## config.mk

```make
export PLATFORM = sky130hd
export DESIGN_NAME = button_debounce_remap
export DESIGN_NICKNAME = d
export VERILOG_FILES = /design/src/hw/rtl/bdr_pkg.sv /design/src/hw/rtl/bdr_lane.sv /design/src/hw/rtl/bdr_merge.sv /design/src/hw/rtl/button_debounce_remap.sv
export SDC_FILE = /design/constraint.sdc
export NUM_CORES = 1
export LEC_CHECK = 0
export BUFFER_PORTS_ARGS = -buffer_cell sky130_fd_sc_hd__clkbuf_2
export CAP_MARGIN = 20
export CORE_MARGIN = 2
export CORE_UTILIZATION = 30
export CTS_CLUSTER_DIAMETER = 120
export DETAILED_ROUTE_END_ITERATION = 10
export PLACE_DENSITY_LB_ADDON = 0.3
export SYNTH_ARGS = -nofsm -noshare
export SYNTH_HDL_FRONTEND = slang
export SYNTH_HIERARCHICAL = 1
export SYNTH_SLANG_ARGS = --single-unit
```

## constraint.sdc

```tcl
create_clock -name clk -period 4.93 [get_ports clk]
set_input_delay 0.2465 -clock clk [delete_from_list [all_inputs] [get_ports clk]]
set_output_delay 0.2465 -clock clk [all_outputs]
set_load 0.02 [all_outputs]
```

## src/hw/rtl/bdr_pkg.sv

```systemverilog
// Shared types and constants of the button debounce and remap block.
// No dependencies; imported by every module of the block.
package bdr_pkg;

	localparam int LEVEL_W   = 15;
	localparam int CNT_W     = 8;
	localparam int MAP_LO_W  = 64;
	localparam int MAP_HI_W  = 56;
	localparam int MAP_W     = MAP_LO_W + MAP_HI_W;
	localparam int CFG_IDX_W = 3;
	localparam int CFG_W     = 64;

	// Register indexes of the configuration port
	localparam logic [CFG_IDX_W-1:0] CFG_DEBOUNCE_TICKS = 3'd0;
	localparam logic [CFG_IDX_W-1:0] CFG_BYTE0_MAP_LOW  = 3'd1;
	localparam logic [CFG_IDX_W-1:0] CFG_BYTE0_MAP_HIGH = 3'd2;
	localparam logic [CFG_IDX_W-1:0] CFG_BYTE1_MAP_LOW  = 3'd3;
	localparam logic [CFG_IDX_W-1:0] CFG_BYTE1_MAP_HIGH = 3'd4;

	// Register reset values
	localparam logic [CNT_W-1:0]    RST_DEBOUNCE_TICKS = 8'd10;
	localparam logic [MAP_LO_W-1:0] RST_BYTE0_MAP_LOW  = 64'h0000_0010_0804_0201;
	localparam logic [MAP_HI_W-1:0] RST_BYTE0_MAP_HIGH = 56'h00_0000_0000_0000;
	localparam logic [MAP_LO_W-1:0] RST_BYTE1_MAP_LOW  = 64'h0402_0100_0000_0000;
	localparam logic [MAP_HI_W-1:0] RST_BYTE1_MAP_HIGH = 56'h00_0000_4020_1008;

	localparam logic [7:0] HIGH_BYTE_BASE = 8'h80;
	localparam logic [7:0] TRIG_ON        = 8'hFF;
	localparam logic [7:0] TRIG_OFF       = 8'h00;

	typedef struct packed {
		logic [LEVEL_W-1:0] button_levels;
		logic               tick;
	} in_word_t;

	typedef struct packed {
		logic [7:0] buttons_low_byte;
		logic [7:0] buttons_high_byte;
		logic [7:0] left_trigger;
		logic [7:0] right_trigger;
	} out_word_t;

	typedef struct packed {
		logic stable;
		logic pressed;
	} lane_flags_t;

endpackage

```

## src/hw/rtl/bdr_lane.sv

```systemverilog
// One debounce lane: previous level and saturating stability counter of a button.
// Depends on bdr_pkg.
module bdr_lane (
	input  logic                          clk,
	input  logic                          arst_n,
	input  logic                          level,
	input  logic                          tick,
	input  logic                          load,
	input  logic [bdr_pkg::CNT_W-1:0]     threshold,
	output bdr_pkg::lane_flags_t          flags_s1
);
	import bdr_pkg::*;

	logic             last_q;
	logic [CNT_W-1:0] cnt_q;
	logic [CNT_W-1:0] base;
	logic [CNT_W-1:0] bumped;
	logic [CNT_W-1:0] cnt_d;
	logic             stable;

	always_comb begin
		// drop the count on a level change
		base   = (level != last_q) ? '0 : cnt_q;
		bumped = (base >= threshold) ? threshold : base + CNT_W'(1);
		cnt_d  = tick ? bumped : base;
		stable = bumped >= threshold;
	end

	always_ff @(posedge clk or negedge arst_n) begin
		if (!arst_n) begin
			last_q <= 1'b0;
			cnt_q  <= '0;
		end else if (load) begin
			last_q <= level;
			cnt_q  <= cnt_d;
		end
	end

	always_ff @(posedge clk) begin
		if (load) begin
			flags_s1.stable  <= stable;
			flags_s1.pressed <= ~level;
		end
	end

endmodule

```

## src/hw/rtl/bdr_merge.sv

```systemverilog
// Merge stage: folds the lane flags into the remapped bytes and trigger values.
// Depends on bdr_pkg; holds the result registers.
module bdr_merge #(
	parameter int NUM_BUTTONS = 15
) (
	input  logic                                  clk,
	input  logic                                  arst_n,
	input  bdr_pkg::lane_flags_t [NUM_BUTTONS-1:0] flags_s1,
	input  logic                                  tick_s1,
	input  logic                                  move,
	input  logic [bdr_pkg::MAP_W-1:0]             map0,
	input  logic [bdr_pkg::MAP_W-1:0]             map1,
	output bdr_pkg::out_word_t                    result_q
);
	import bdr_pkg::*;

	localparam int LEFT  = NUM_BUTTONS - 2;
	localparam int RIGHT = NUM_BUTTONS - 1;

	out_word_t result_d;

	always_comb begin
		result_d                   = result_q;
		result_d.buttons_low_byte  = '0;
		result_d.buttons_high_byte = HIGH_BYTE_BASE;
		for (int i = 0; i < NUM_BUTTONS - 2; i++) begin
			if (flags_s1[i].stable && flags_s1[i].pressed) begin
				result_d.buttons_low_byte  |= map0[i*8 +: 8];
				result_d.buttons_high_byte |= map1[i*8 +: 8];
			end
		end
		if (flags_s1[LEFT].stable)
			result_d.left_trigger = flags_s1[LEFT].pressed ? TRIG_ON : TRIG_OFF;
		if (flags_s1[RIGHT].stable)
			result_d.right_trigger = flags_s1[RIGHT].pressed ? TRIG_ON : TRIG_OFF;
	end

	always_ff @(posedge clk or negedge arst_n) begin
		if (!arst_n) begin
			result_q <= '0;
		end else if (move && tick_s1) begin
			result_q <= result_d;
		end
	end

endmodule

```

## src/hw/rtl/button_debounce_remap.sv

```systemverilog
// A word accepted from the input is registered by the lane stage, then by the
// merge stage's result registers once the output side is not stalled; only
// words with a tick change out_data.
// Throughput: one word per cycle while the output is not stalled; every button
// has its own lane and counter, updated in parallel on each accepted word.
// Reset (arst_n low): counters, last levels, result bytes and triggers clear,
// configuration registers take their defaults; no clearing pass is needed.
module button_debounce_remap #(
	parameter int NUM_BUTTONS = 15
) (
	input  logic                            clk,
	input  logic                            arst_n,
	input  logic                            in_valid,
	output logic                            in_ready,
	input  bdr_pkg::in_word_t               in_data,
	output logic                            out_valid,
	input  logic                            out_ready,
	output bdr_pkg::out_word_t              out_data,
	input  logic                            cfg_we,
	input  logic [bdr_pkg::CFG_IDX_W-1:0]   cfg_index,
	input  logic [bdr_pkg::CFG_W-1:0]       cfg_data
);
	import bdr_pkg::*;

	// Configuration registers
	logic [CNT_W-1:0]    debounce_ticks_q;
	logic [MAP_LO_W-1:0] byte0_map_low_q;
	logic [MAP_HI_W-1:0] byte0_map_high_q;
	logic [MAP_LO_W-1:0] byte1_map_low_q;
	logic [MAP_HI_W-1:0] byte1_map_high_q;

	// Pipeline control
	logic load;      // word taken from the input side
	logic advance;   // output register is free or being emptied
	logic move;      // lane stage hands its word to the merge stage
	logic valid_s1;
	logic tick_s1;
	logic out_valid_q;

	lane_flags_t [NUM_BUTTONS-1:0] flags_s1;
	out_word_t                     result_q;

	always_ff @(posedge clk or negedge arst_n) begin
		if (!arst_n) begin
			debounce_ticks_q <= RST_DEBOUNCE_TICKS;
			byte0_map_low_q  <= RST_BYTE0_MAP_LOW;
			byte0_map_high_q <= RST_BYTE0_MAP_HIGH;
			byte1_map_low_q  <= RST_BYTE1_MAP_LOW;
			byte1_map_high_q <= RST_BYTE1_MAP_HIGH;
		end else if (cfg_we) begin
			case (cfg_index)
				CFG_DEBOUNCE_TICKS: debounce_ticks_q <= cfg_data[CNT_W-1:0];
				CFG_BYTE0_MAP_LOW:  byte0_map_low_q  <= cfg_data[MAP_LO_W-1:0];
				CFG_BYTE0_MAP_HIGH: byte0_map_high_q <= cfg_data[MAP_HI_W-1:0];
				CFG_BYTE1_MAP_LOW:  byte1_map_low_q  <= cfg_data[MAP_LO_W-1:0];
				CFG_BYTE1_MAP_HIGH: byte1_map_high_q <= cfg_data[MAP_HI_W-1:0];
				default: ;  // hold: unused indexes write nothing
			endcase
		end
	end

	// The result registers double as the output register: they change only
	// when the merge stage may advance, so a waiting word stays put.
	assign advance  = !out_valid_q || out_ready;
	assign in_ready = !valid_s1 || advance;
	assign load     = in_valid && in_ready;
	assign move     = valid_s1 && advance;

	always_ff @(posedge clk or negedge arst_n) begin
		if (!arst_n) begin
			valid_s1    <= 1'b0;
			out_valid_q <= 1'b0;
		end else begin
			if (load)
				valid_s1 <= 1'b1;
			else if (move)
				valid_s1 <= 1'b0;
			if (move)
				out_valid_q <= 1'b1;
			else if (out_ready)
				out_valid_q <= 1'b0;
		end
	end

	always_ff @(posedge clk) begin
		if (load)
			tick_s1 <= in_data.tick;
	end

	// One lane per button; level bits past the input field read as pressed
	for (genvar i = 0; i < NUM_BUTTONS; i++) begin : g_lane
		logic level;
		if (i < LEVEL_W) begin : g_pin
			assign level = in_data.button_levels[i];
		end else begin : g_none
			assign level = 1'b0;
		end
		bdr_lane u_lane (
			.clk       (clk),
			.arst_n    (arst_n),
			.level     (level),
			.tick      (in_data.tick),
			.load      (load),
			.threshold (debounce_ticks_q),
			.flags_s1  (flags_s1[i])
		);
	end

	bdr_merge #(
		.NUM_BUTTONS (NUM_BUTTONS)
	) u_merge (
		.clk      (clk),
		.arst_n   (arst_n),
		.flags_s1 (flags_s1),
		.tick_s1  (tick_s1),
		.move     (move),
		.map0     ({byte0_map_high_q, byte0_map_low_q}),
		.map1     ({byte1_map_high_q, byte1_map_low_q}),
		.result_q (result_q)
	);

	assign out_valid = out_valid_q;
	assign out_data  = result_q;

	// An empty lane stage always takes a word
	a_ready_when_empty: assert property (@(posedge clk) disable iff (!arst_n)
		!valid_s1 |-> in_ready)
		else $error("input stalled with empty lane stage");

	// A word leaving the lane stage lands in the output register
	a_move_fills_out: assert property (@(posedge clk) disable iff (!arst_n)
		move |=> out_valid)
		else $error("merged word lost");

	// Triggers only ever take the fully pressed or released value
	a_trigger_codes: assert property (@(posedge clk) disable iff (!arst_n)
		(out_data.left_trigger == TRIG_ON || out_data.left_trigger == TRIG_OFF) &&
		(out_data.right_trigger == TRIG_ON || out_data.right_trigger == TRIG_OFF))
		else $error("trigger value out of range");

	// Before the first tick every result byte is still clear
	a_pre_tick_clear: assert property (@(posedge clk) disable iff (!arst_n)
		!out_data.buttons_high_byte[7] |-> (out_data == '0))
		else $error("result bytes set without a tick");

endmodule
```

==> reports/results.ini <==
[synth]
synth.net_count = 2802
synth_area_mm2 = 0.0262
netlist_instances = 2489
ys_warn_count = 6
syn_avg_cell_area_um2 = 10.5

[routing]
drcViolationCount = 0
wl_met1_mm = 32.8
vias = 19511
drtPass1Iterations = 5
wl_met3_mm = 2.78
antenna_left = 0
drt-initial-drc-count = 1210
wl_per_cell_um = 18.1
dr.max_layer_used = met5
vias_per_cell = 5.06
wl_met2_mm = 32.4
drt-total-wl_mm = 69.8

[critical_path]
critPathMaxFanout = 15
crit_path_cell_trace = xnor2_2, nand2_1, ha_1, nand2b_1, a21oi_1, o22ai_1, a211oi_4, mux2i_1, ha_1, nand2b_1, a21oi_1, nor2b_1, o21ai_0, a21oi_1, o41a_1
timing.rr.end = g_lane[11].u_lane/flags_s1[1]$_DFFE_PP_
crit_top_cell = a21oi_1
path_buf_inv = 0
arrival_ns = 4.66
required_ns = 5.28
cp_top_family = compound AO/OA/AOI/OAI gates
path_class = register to register
reg2reg_slack_ns = 0.62
cp_slowest_cell = a211oi_4
reg2reg_depth = 15
startpoint = g_lane[11].u_lane/last_q$_DFFE_PN0P_
worstReg2RegStart = g_lane[11].u_lane/last_q$_DFFE_PN0P_
end_kind = register
start_kind = register
critPathMaxStageDelay_ns = 0.64

[clock_tree]
worstSkewPairLatency_ns = 0.60
cts.htree.levels = 2
ctsLongestPathBuffers = 3
cts_resized = 0
clkSlewWorstSetupHoldPaths_ns = 0.06
cts_tree = built
cts_buffers = 47
root_buffer = clkbuf_16
post_cts.repair.setup_buffers = 0
postCtsHoldBufs = 79
cts.sinks = 389

[grt]
grt_first_pass_wirelength_mm = 112
antenna_found_initial = 5
first_global_vias = 19617
grt_start_max_net_pins = 146
track_usage = 0.155
overflow = 0

[layout]
fillers = 8710
area_growth_pct = 15.6
nets = 2975
diodes = 0
drive_above_1_share = 0.203

[floorplanning]
row_count = 108
initial_core_util = 0.302
die_h_um = 300
die_w_um = 300
ios = 122
design.core.area_mm2 = 0.0866
die_area_mm2 = 0.0897

[timing]
rsz0062_at_grt = false
drv_slew = 0
post-route-period-util = 0.875
layout_min_cycle_time_ns = 4.31
worstMarginPinSlew_ns = 1.04
skew_ns = 0.0195
relSlewSlack = 0.310
hold_violations = 0
setup-violations-final = 0
setup_tns_ns = 0
max_freq_mhz = 232

[power_and_ir_drop]
p_total_uw = 12100
powerDensity_mw_per_mm2 = 400
max-vdd-ir-drop_uv = 306
leakage_uw = 0.0140

[worst_hold_path]
hold_depth = 2
whs_endpoint = byte0_map_high_q[7]$_DFFE_PN0P_
min-delay-start = cfg_data[7]
hp-class = input port to register

[placement]
gp_congestion = 0.826
portBuffers = 121
dpl.hpwl_mm = 47.7

[status]
status = finished, final reports clean

[flow_run]
drv_cap = 0

-- layout by cell type (no fill, tap or decap), drive strengths merged, types with 30 or more instances in the layout --
cell type      n
xor2          30
dlygate4sd3   79
xnor2         75
clkbuf       193
and3          30
and4          30
a22oi         75
nand4         45
o21ai         75
nor2          90
edfxtp        31
dfrtp        344
inv          153
a21oi        120
and2         105
o22ai         30
buf           54
nand3         45
nand2b        33
mux2i        105
nand2        212
ha           225
a32o          90
mux2         265
-- sequential cells by signal (all words and copies together), names as in the netlist, 15 cells and up --
name                    cells
g_lane.u_lane/cnt_q       120
byte0_map_high_q           40
g_lane.u_lane/last_q       15
g_lane.u_lane/flags_s1     30
byte1_map_high_q           35
byte0_map_low_q            64
u_merge/result_q           18
byte1_map_low_q            56
-- stage by stage --
step	util	std cells	hold WS, ns	instance area [µm²]	setup slack (ns)
floorplan	-	2489	-0.0491	26200	0.997
global route	0.350	3856	0.0134	30300	0.224
CTS	0.350	3856	0.00533	30300	0.658
finish	0.350	3856	0.0265	30300	0.618
detailed placement	0.323	3689	0.282	27900	0.677
global placement	0.323	3689	0.292	27900	0.682
-- worst max-delay path by stage --
stage	slack, ns	depth (start not counted)	to
after floorplan	1.0	13	g_lane[0].u_lane/flags_s1[1]$_DFFE_PP_
after global placement	0.68	15	g_lane[11].u_lane/flags_s1[1]$_DFFE_PP_
after detailed placement	0.68	14	g_lane[11].u_lane/flags_s1[1]$_DFFE_PP_
after CTS	0.66	15	g_lane[11].u_lane/flags_s1[1]$_DFFE_PP_
after global routing	0.22	15	g_lane[0].u_lane/flags_s1[1]$_DFFE_PP_
final	0.62	15	g_lane[11].u_lane/flags_s1[1]$_DFFE_PP_
-- report_power, final --
part           switching [µW]  internal (µW)  total (µW)  leakage, µW
Sequential                671           3920        4590      0.00474
Clock                    1450           2050        3500     0.000754
Combinational            2170           1870        4040      0.00851
Total                    4290           7840       12100       0.0140
-- final cells by class --
class | count | area, µm² | share of cell area
multi-input combinational | 1822 | 15000 | 0.494
clock buffer | 74 | 1390 | 0.0458
sequential | 389 | 9910 | 0.327
timing repair buffer | 252 | 1860 | 0.0615
clock inverter | 14 | 165 | 0.00545
tap | 1155 | 1450 | 0.0477
inverter | 150 | 563 | 0.0186
-- metal layers --
metal | track usage | vias to the layer above
met4 | 0.0402 | 6
met3 | 0.0235 | 110
met5 | 0 | -
li1 | - | 9473
met2 | 0.255 | 365
met1 | 0.213 | 9557
Note: power is estimated with default switching activity, not from simulation.
